--- src/bop_pkg.sv ---
package bop_pkg;

    localparam int ADDR_W  = 64;
    localparam int OCC_W   = 7;

    // Command queue between the front and the back
    localparam int Q_DEPTH = 2;
    localparam int Q_PTR_W = 1;
    localparam int Q_CNT_W = 2;

    localparam logic KIND_ACCESS = 1'b0;
    localparam logic KIND_FILL   = 1'b1;

    typedef struct packed {
        logic              kind;
        logic [ADDR_W-1:0] line_address;
        logic [ADDR_W-1:0] evicted_address;
        logic [OCC_W-1:0]  mshr_occupancy;
    } bop_in_t;

    typedef struct packed {
        logic [ADDR_W-1:0] prefetch_address;
        logic              llc_only;
    } bop_out_t;

    typedef struct packed {
        logic              is_fill;
        logic              llc_only;
        logic [ADDR_W-1:0] line_address;
        logic [ADDR_W-1:0] evicted_address;
    } bop_cmd_t;

    typedef enum logic [2:0] {
        ST_IDLE = 3'b001,
        ST_CMP  = 3'b010,
        ST_ACT  = 3'b100
    } bop_state_t;

endpackage

--- src/best_offset_prefetcher_top.sv ---
// Best-offset L2 prefetcher.
// Input channel (in_valid / in_stall / in_data): one beat per L2 demand access
// (kind 0) or per cache fill (kind 1, with the evicted line's address).
// Output channel (out_valid / out_stall / out_data): one prefetch beat per
// access, none per fill. Beats leave in the order their accesses arrived.
// Config: cfg_write with cfg_data loads the LLC occupancy limit (reset 13);
// write it idle.
// Path: with the back end idle, an accepted access is written into the
// command queue, popped, and its prefetch registered in the output register.
// The back sequencer takes no new item until its steps are done (history tag
// compare, first-match pick, score read-modify-write through the score
// memory). A 2-beat command queue decouples the sides.
// Reset: history tags clear to zero, all history lines invalid, best offset
// and best score one. The score memory is covered by per-entry valid bits, so
// there is no clearing pass; the block takes beats right after reset.
// Output stall: the output register holds its beat; the back end waits before
// the next access, fills ahead of it in the queue keep going, and once the
// queue is full in_stall rises.
module best_offset_prefetcher_top #(
    parameter int HISTORY_DEPTH = 64,
    parameter int OFFSET_COUNT  = 128,
    parameter int MAX_SCORE     = 127,
    parameter int LINE_BITS     = 6,
    parameter int TAG_BITS      = 16
) (
    input  logic                      clk,
    input  logic                      rst_n,
    input  logic                      in_valid,
    output logic                      in_stall,
    input  bop_pkg::bop_in_t          in_data,
    output logic                      out_valid,
    input  logic                      out_stall,
    output bop_pkg::bop_out_t         out_data,
    input  logic                      cfg_write,
    input  logic [bop_pkg::OCC_W-1:0] cfg_data
);

    logic [bop_pkg::OCC_W-1:0] occ_limit_reg;
    logic                      cmd_valid;
    logic                      cmd_pop;
    bop_pkg::bop_cmd_t         cmd;

    // Hold the occupancy limit; load it on a config beat
    always_ff @(posedge clk or negedge rst_n)
    begin
        if (!rst_n)
        begin
            occ_limit_reg <= bop_pkg::OCC_W'(13);
        end
        else if (cfg_write)
        begin
            occ_limit_reg <= cfg_data;
        end
    end

    // Front: accept beats, classify, queue them
    bop_front u_front (
        .clk        (clk),
        .rst_n      (rst_n),
        .in_valid   (in_valid),
        .in_stall   (in_stall),
        .in_data    (in_data),
        .occ_limit  (occ_limit_reg),
        .cmd_valid  (cmd_valid),
        .cmd_pop    (cmd_pop),
        .cmd        (cmd)
    );

    // Back: emit prefetches, keep history, train offsets
    bop_back #(
        .HISTORY_DEPTH (HISTORY_DEPTH),
        .OFFSET_COUNT  (OFFSET_COUNT),
        .MAX_SCORE     (MAX_SCORE),
        .LINE_BITS     (LINE_BITS),
        .TAG_BITS      (TAG_BITS)
    ) u_back (
        .clk       (clk),
        .rst_n     (rst_n),
        .cmd_valid (cmd_valid),
        .cmd_pop   (cmd_pop),
        .cmd       (cmd),
        .out_valid (out_valid),
        .out_stall (out_stall),
        .out_data  (out_data)
    );

    // A full queue always has a command waiting
    a_stall_has_cmd: assert property (@(posedge clk) disable iff (!rst_n)
        in_stall |-> cmd_valid)
        else $error("input stalled with an empty command queue");

    // The back end pops only what is there
    a_pop_valid: assert property (@(posedge clk) disable iff (!rst_n)
        cmd_pop |-> cmd_valid)
        else $error("command popped from an empty queue");

    // A new output beat only follows the pop of an access
    a_out_from_access: assert property (@(posedge clk) disable iff (!rst_n)
        $rose(out_valid) |-> $past(cmd_pop && !cmd.is_fill))
        else $error("output beat without an access command");

endmodule

--- src/bop_front.sv ---
module bop_front (
    input  logic                      clk,
    input  logic                      rst_n,
    input  logic                      in_valid,
    output logic                      in_stall,
    input  bop_pkg::bop_in_t          in_data,
    input  logic [bop_pkg::OCC_W-1:0] occ_limit,
    output logic                      cmd_valid,
    input  logic                      cmd_pop,
    output bop_pkg::bop_cmd_t         cmd
);

    bop_pkg::bop_cmd_t                q_reg [bop_pkg::Q_DEPTH];
    logic [bop_pkg::Q_PTR_W-1:0]      wr_ptr_reg;
    logic [bop_pkg::Q_PTR_W-1:0]      rd_ptr_reg;
    logic [bop_pkg::Q_CNT_W-1:0]      count_reg;
    logic [bop_pkg::Q_CNT_W-1:0]      count_next;
    logic                             push;
    bop_pkg::bop_cmd_t                new_cmd;

    assign in_stall  = (count_reg == bop_pkg::Q_CNT_W'(bop_pkg::Q_DEPTH));
    assign push      = in_valid && !in_stall;
    assign cmd_valid = (count_reg != '0);
    assign cmd       = q_reg[rd_ptr_reg];

    // Classify the beat and settle the fill target now
    always_comb
    begin
        new_cmd.is_fill         = (in_data.kind == bop_pkg::KIND_FILL);
        new_cmd.llc_only        = (in_data.mshr_occupancy >= occ_limit);
        new_cmd.line_address    = in_data.line_address;
        new_cmd.evicted_address = in_data.evicted_address;
    end

    always_comb
    begin
        count_next = count_reg;
        if (push && !(cmd_pop && cmd_valid))
        begin
            count_next = count_reg + 1'b1;
        end
        else if (!push && cmd_pop && cmd_valid)
        begin
            count_next = count_reg - 1'b1;
        end
    end

    always_ff @(posedge clk or negedge rst_n)
    begin
        if (!rst_n)
        begin
            wr_ptr_reg <= '0;
            rd_ptr_reg <= '0;
            count_reg  <= '0;
        end
        else
        begin
            count_reg <= count_next;
            if (push)
            begin
                wr_ptr_reg <= wr_ptr_reg + 1'b1;
            end
            if (cmd_pop && cmd_valid)
            begin
                rd_ptr_reg <= rd_ptr_reg + 1'b1;
            end
        end
    end

    always_ff @(posedge clk)
    begin
        if (push)
        begin
            q_reg[wr_ptr_reg] <= new_cmd;
        end
    end

endmodule

--- src/bop_back.sv ---
module bop_back #(
    parameter int HISTORY_DEPTH = 64,
    parameter int OFFSET_COUNT  = 128,
    parameter int MAX_SCORE     = 127,
    parameter int LINE_BITS     = 6,
    parameter int TAG_BITS      = 16
) (
    input  logic              clk,
    input  logic              rst_n,
    input  logic              cmd_valid,
    output logic              cmd_pop,
    input  bop_pkg::bop_cmd_t cmd,
    output logic              out_valid,
    input  logic              out_stall,
    output bop_pkg::bop_out_t out_data
);

    localparam int HP_W  = $clog2(HISTORY_DEPTH);
    localparam int TP_W  = $clog2(OFFSET_COUNT);
    localparam int OFF_W = $clog2(OFFSET_COUNT + 1);
    localparam int SC_W  = $clog2(MAX_SCORE + 1);

    bop_pkg::bop_state_t          state_reg;
    bop_pkg::bop_state_t          state_next;

    logic [TAG_BITS-1:0]          hist_tag_reg [HISTORY_DEPTH];
    logic [HISTORY_DEPTH-1:0]     hist_valid_reg;
    logic [HISTORY_DEPTH-1:0]     hist_valid_next;
    logic [HP_W-1:0]              ins_ptr_reg;
    logic [TP_W-1:0]              train_ptr_reg;
    logic [OFF_W-1:0]             best_off_reg;
    logic [OFF_W-1:0]             best_off_next;
    logic [SC_W-1:0]              best_score_reg;
    logic [SC_W-1:0]              best_score_next;

    logic [SC_W-1:0]              score_mem [OFFSET_COUNT];
    logic [OFFSET_COUNT-1:0]      score_vld_reg;
    logic [SC_W-1:0]              score_rd_reg;
    logic                         score_rd_vld_reg;
    logic [SC_W-1:0]              score_cur;
    logic [SC_W-1:0]              score_new;

    logic                         op_fill_reg;
    logic [TAG_BITS-1:0]          key_a_reg;
    logic [TAG_BITS-1:0]          key_b_reg;
    logic [HISTORY_DEPTH-1:0]     match_a_reg;
    logic [HISTORY_DEPTH-1:0]     match_b_reg;
    logic [HISTORY_DEPTH-1:0]     match_a_next;
    logic [HISTORY_DEPTH-1:0]     match_b_next;
    logic [HISTORY_DEPTH-1:0]     first_a;
    logic [HISTORY_DEPTH-1:0]     first_b;

    logic                         out_valid_reg;
    bop_pkg::bop_out_t            out_data_reg;

    logic                         out_free;
    logic                         launch_acc;
    logic                         do_train;
    logic                         hit;
    logic [OFF_W-1:0]             cur_off;
    logic [TAG_BITS-1:0]          acc_tag;
    logic [TAG_BITS-1:0]          fill_tag;
    logic [TAG_BITS-1:0]          ev_tag;

    assign out_valid = out_valid_reg;
    assign out_data  = out_data_reg;
    assign out_free  = !out_valid_reg || !out_stall;

    assign acc_tag  = cmd.line_address[LINE_BITS +: TAG_BITS];
    assign fill_tag = cmd.line_address[LINE_BITS +: TAG_BITS];
    assign ev_tag   = cmd.evicted_address[LINE_BITS +: TAG_BITS];
    assign cur_off  = OFF_W'(train_ptr_reg) + OFF_W'(1);

    // Take a command only from idle; an access also needs room at the output
    assign cmd_pop    = (state_reg == bop_pkg::ST_IDLE) && cmd_valid
                        && (cmd.is_fill || out_free);
    assign launch_acc = cmd_pop && !cmd.is_fill;
    assign do_train   = (state_reg == bop_pkg::ST_ACT) && !op_fill_reg;

    always_comb
    begin
        for (int i = 0; i < HISTORY_DEPTH; i++)
        begin
            match_a_next[i] = (hist_tag_reg[i] == key_a_reg);
            match_b_next[i] = (hist_tag_reg[i] == key_b_reg);
        end
    end

    // Lowest matching slot wins
    assign first_a = match_a_reg & (~match_a_reg + HISTORY_DEPTH'(1));
    assign first_b = match_b_reg & (~match_b_reg + HISTORY_DEPTH'(1));
    assign hit     = |(first_a & hist_valid_reg);

    // Entries never written read as their reset score
    always_comb
    begin
        if (score_rd_vld_reg)
        begin
            score_cur = score_rd_reg;
        end
        else if (train_ptr_reg == TP_W'(0))
        begin
            score_cur = SC_W'(1);
        end
        else
        begin
            score_cur = '0;
        end
    end

    always_comb
    begin
        best_off_next   = best_off_reg;
        best_score_next = best_score_reg;
        if (hit)
        begin
            score_new = (score_cur < SC_W'(MAX_SCORE)) ? score_cur + 1'b1 : score_cur;
            if (score_new > best_score_reg)
            begin
                best_off_next   = cur_off;
                best_score_next = score_new;
            end
        end
        else
        begin
            score_new = (score_cur != '0) ? score_cur - 1'b1 : score_cur;
            if ((cur_off == best_off_reg) && (best_score_reg != '0))
            begin
                best_score_next = best_score_reg - 1'b1;
            end
        end
    end

    always_comb
    begin
        hist_valid_next = hist_valid_reg;
        if (launch_acc)
        begin
            hist_valid_next[ins_ptr_reg] = 1'b0;
        end
        else if ((state_reg == bop_pkg::ST_ACT) && op_fill_reg)
        begin
            // Set first, then clear: equal tags leave the slot invalid
            hist_valid_next = (hist_valid_reg | first_a) & ~first_b;
        end
    end

    always_comb
    begin
        state_next = state_reg;
        unique case (state_reg)
            bop_pkg::ST_IDLE:
            begin
                if (cmd_pop)
                begin
                    state_next = bop_pkg::ST_CMP;
                end
            end
            bop_pkg::ST_CMP:  state_next = bop_pkg::ST_ACT;
            bop_pkg::ST_ACT:  state_next = bop_pkg::ST_IDLE;
            default:          state_next = bop_pkg::ST_IDLE;
        endcase
    end

    always_ff @(posedge clk or negedge rst_n)
    begin
        if (!rst_n)
        begin
            state_reg      <= bop_pkg::ST_IDLE;
            hist_valid_reg <= '0;
            ins_ptr_reg    <= '0;
            train_ptr_reg  <= '0;
            best_off_reg   <= OFF_W'(1);
            best_score_reg <= SC_W'(1);
            score_vld_reg  <= '0;
            out_valid_reg  <= 1'b0;
            for (int i = 0; i < HISTORY_DEPTH; i++)
            begin
                hist_tag_reg[i] <= '0;
            end
        end
        else
        begin
            state_reg      <= state_next;
            hist_valid_reg <= hist_valid_next;
            if (launch_acc)
            begin
                hist_tag_reg[ins_ptr_reg] <= acc_tag;
                ins_ptr_reg <= (ins_ptr_reg == HP_W'(HISTORY_DEPTH - 1))
                               ? '0 : ins_ptr_reg + 1'b1;
                out_valid_reg <= 1'b1;
            end
            else if (out_valid_reg && !out_stall)
            begin
                out_valid_reg <= 1'b0;
            end
            if (do_train)
            begin
                best_off_reg   <= best_off_next;
                best_score_reg <= best_score_next;
                score_vld_reg[train_ptr_reg] <= 1'b1;
                train_ptr_reg  <= (train_ptr_reg == TP_W'(OFFSET_COUNT - 1))
                                  ? '0 : train_ptr_reg + 1'b1;
            end
        end
    end

    always_ff @(posedge clk)
    begin
        if (cmd_pop)
        begin
            op_fill_reg <= cmd.is_fill;
            key_a_reg   <= cmd.is_fill ? fill_tag : acc_tag - TAG_BITS'(cur_off);
            key_b_reg   <= ev_tag;
        end
        if (state_reg == bop_pkg::ST_CMP)
        begin
            match_a_reg <= match_a_next;
            match_b_reg <= match_b_next;
        end
        if (launch_acc)
        begin
            out_data_reg.prefetch_address <= cmd.line_address
                + (bop_pkg::ADDR_W'(best_off_reg) << LINE_BITS);
            out_data_reg.llc_only <= cmd.llc_only;
            score_rd_reg     <= score_mem[train_ptr_reg];
            score_rd_vld_reg <= score_vld_reg[train_ptr_reg];
        end
        if (do_train)
        begin
            score_mem[train_ptr_reg] <= score_new;
        end
    end

endmodule
--- config.mk ---
export PLATFORM = sky130hd
export DESIGN_NAME = best_offset_prefetcher_top
export DESIGN_NICKNAME = d
export VERILOG_FILES = /design/src/bop_pkg.sv /design/src/best_offset_prefetcher_top.sv /design/src/bop_front.sv /design/src/bop_back.sv
export SDC_FILE = /design/constraint.sdc
export NUM_CORES = 2
export LEC_CHECK = 0
export BUFFER_PORTS_ARGS = -buffer_cell sky130_fd_sc_hd__buf_4
export CORE_MARGIN = 1.5
export CORE_UTILIZATION = 65
export CTS_CLUSTER_SIZE = 10
export DETAILED_ROUTE_END_ITERATION = 10
export GPL_TIMING_DRIVEN = 0
export HOLD_SLACK_MARGIN = 0.06
export PLACE_DENSITY = 0.81
export SLEW_MARGIN = 20
export SYNTH_ARGS = -nofsm -noshare
export SYNTH_HDL_FRONTEND = slang
export SYNTH_SLANG_ARGS = --single-unit
--- constraint.sdc ---
create_clock -name clk -period 17.9 [get_ports clk]
set_clock_uncertainty 0.1 [all_clocks]
set_input_delay 1.79 -clock clk [delete_from_list [all_inputs] [get_ports clk]]
set_output_delay 1.79 -clock clk [all_outputs]
set_load 0.01 [all_outputs]
==> results.md <==
* Run status: finished with violations
* Failing checks: max-capacitance violations
* Ratio of cells with drive above 1 in the final layout at 0.1080
* Die height at 431.8 um
* Post-synth ARST share at 0.4931
* Largest family of logic cells by synthesized area: XOR/XNOR gates
* Mapped Cells at 10,417
* CTS H-tree depth at 5
* Clock Path Buffers at 4
* GRT Resource Usage Total at 0.5612
* Multiplexer area fraction after synthesis at 0.008385
* CP max stage delay at 1.03 ns
* Vias in the first global route at 96,295
* Sink Count at 2,553
* Syn avg cell area at 11.47 um^2
* FP Rows at 157
* Top post-synthesis cells by count: 2,111 x xnor2_1, 1,294 x edfxtp_1, 1,253 x dfrtp_1
* Drt total wl at 526,200 um
* Reg-to-reg endpoint: u_back.out_data[61]
* I/O pin cnt at 215
* CP Class: reg -> reg
* Startpoint of the worst hold path: u_back.score_vld_reg[19]
* Top-area cell type share of the netlist area at 0.3251
* Worst path slowest cell: clkbuf_1
* WHS Path Cells at 1
* CTS Root Cell: clkbuf_16
* CTS Hold Bufs at 0
* Post-route cell area at 136,500 um^2
* Post-cts resize count at 0
* Fmax at 0.1205 GHz
* Post-Synth Adder-Cell Area at 0.004103
* Largest net degree at the start of global routing at 149
* Setup TNS at 0 ns
* Floorplan die width at 431.8 um
* GRT overflow at 0
* Synth warnings at 0
* RR Startpoint: u_front.rd_ptr_reg
* Worst Tran Pin Value at 1.474 ns
* CP Capture Type: flip-flop
* Final setup fails at 0
* Number of vias per cell at 7.336
* Top-count cell post-synth: xnor2_1
* VDD IR max at 130.7 uV
* Starting DRT DRC Count at 20,428
* Crit path arrival time at 8.92 ns
* Top_reg_cell synth: edfxtp_1
* Routability congestion estimate at 1.101
* Antenna Violating Nets Remaining at 0
* Hold WC Path Type: reg -> reg
* Synth Cell Area at 119,500 um^2
* Pwr dens at 179.4 nW/um^2
* Synth area leader: edfxtp_1
* Vias at 100,966
* First-pass GRT wire length at 726,400 um
* Initial Util at 0.6536
* CP Cell Sequence: buf_2 > buf_2 > buf_2 > clkbuf_2 > mux2i_1 > clkbuf_2 > clkbuf_1 > inv_1 > ha_1 > nor2b_1 > o21ai_0 > a21boi_0 > o21ai_0 > nor4_1 > nand4_1 > nor3_1 > xnor2_1
* Final-report max-slew violation count at 0
* Post-synthesis simple-gate area fraction at 0.1155
* Compound-gate portion of the synthesized area at 0.1005
* Pre-Repair DR Iteration Count at 10
* Final #Nets at 11,222
* # DRC at 0
* Post-synthesis sequential area ratio at 0.5887
* Initial antenna violation count at 57
* Reg2reg setup slack at 9.60 ns
* Die area at 186,500 um^2
* Minimum clock period at 8.296 ns
* Hold Fails Final Rpt at 0
* Clock transition at the registers of the reported paths at 0.06 ns
* Max FFs per register at 1,024
* Leakage at 49.03 nW
* Top post-synthesis cells by area: edfxtp_1 33%, dfrtp_1 26%, xnor2_1 15%
* Non-filler instance count after layout at 13,763
* Area Growth Syn to Fin at 14.20%
* Area after DPL at 127,400 um^2
* Buffers on Ports at 166
* Crit-path max FO at 10
* CTS tree: done
* Startpoint Class: flip-flop
* WHS Endpoint: u_back.score_vld_reg[19]
* Worst-skew pair later-pin latency at 1.02 ns
* Count of distinct cell types in the synthesized netlist at 82
* DP HPWL at 349,000 um
* Core Footprint at 182,900 um^2
* Xor/xnor cell area share of the yosys netlist at 0.1573
* Syn nets at 10,603
* Synth Register Bits at 2,553
* Max_slew headroom at 0.008414
* Worst endpoint required time at 18.53 ns
* RSZ-0062 raised after global routing: false
* Max Cap Viol at 1
* Worst Reg-to-Reg Cells at 17
* Post-synth EDFFs at 1,294
* Postcts setup bufs at 0
* Most used cell, CP: buf_2
* Inst Count DP at 13,187
* Tcrit/Tclk final at 0.4635
* WL per Instance at 38.24 um
* Num CTS Buffers at 310
[worst max path at each step]
stage / cells past startpoint / endpoint / from / slack, ns
after floorplan: 1 / u_back.match_a_reg[0] / u_back.state_reg[2] / 7.24
after global placement: 1 / u_back.match_a_reg[3] / u_back.state_reg[2] / -1.31
final: 17 / u_back.out_data[61] / u_front.rd_ptr_reg / 9.60
after CTS: 17 / u_back.out_data[61] / u_front.rd_ptr_reg / 9.44
after global routing: 17 / u_back.out_data[61] / u_front.rd_ptr_reg / 9.69
after detailed placement: 17 / u_back.out_data[59] / u_front.rd_ptr_reg / 9.54
[kinds of logic after synthesis]
group	after synthesis
flops	2553
simple gates	2822
fa+ha+maj	38
buf+inv	810
compound gates	1963
xor+xnor	2143
mux	88
[metrics by stage]
stage	hold WS, ns	util	power [W]	worst slack [ns]
2_1_floorplan	0.3368	-	0.01277	7.242
5_1_grt	0.3776	0.7459	0.02445	9.687
3_3_place_gp	0.3502	0.6773	0.01714	-1.310
6_report	0.3649	0.7464	0.02448	9.604
3_5_place_dp	0.3533	0.6967	0.01781	9.545
4_1_cts	0.3667	0.7454	0.02350	9.436
[worst max-delay path: cells and delay by family (launching register included)]
| kind | cells | cell delay [ns] |
|---|---|---|
| XOR/XNOR | 1 | 0.11 |
| buffers and inverters | 7 | 3.50 |
| AO/OA/AOI/OAI | 3 | 1.02 |
| multiplexers | 1 | 0.60 |
| flip-flops | 1 | 0.32 |
| adder cells (fa/ha/maj) | 1 | 0.40 |
| AND/OR/NAND/NOR | 4 | 1.92 |
[layout make-up]
class                   count  area, um^2
flip-flops and latches   2553       70370
fillers                 12069       46380
multi-input cells        7054       46300
clock buffers             520        8818
repair buffers            307        4252
plain buffers             729        3174
well taps                2464        3083
inverters                  81       304.0
diodes                     46       115.1
clock inverters             9       93.84
[report_power, final]
part	switching, W	internal [W]	leakage [nW]
Clock	0.00247	0.00333	4.26
Combinational	0.00775	0.00332	15.8
Sequential	0.000436	0.00718	29.0
Total	0.0107	0.0138	49.0
[cell usage in the layout, fill, tap and decap left out, types with 62 or more instances in the layout]
cell,count
a31oi_1,105
nor2_1,1014
buf_4,180
a221oi_1,94
a22oi_1,334
xnor2_1,2111
nand4_1,599
o21ai_0,397
clkbuf_2,266
buf_16,62
inv_1,79
dfrtp_1,1253
nor3_1,69
a21oi_1,794
buf_2,81
clkbuf_1,547
nand3_1,79
or2_2,139
nand2_1,532
edfxtp_1,1294
a22o_1,99
clkbuf_16,320
nor4_1,172
[per-layer routing]
metal | track usage | vias up | share of wire
met4 | 0.5184 | 44 | 0.12
met2 | 0.7683 | 10591 | 0.40
li1 | - | 38508 | -
met3 | 0.2550 | 3426 | 0.17
met5 | 0.003903 | - | 0.00069
met1 | 0.6538 | 48397 | 0.31
Power figures use the tool's default switching activity.
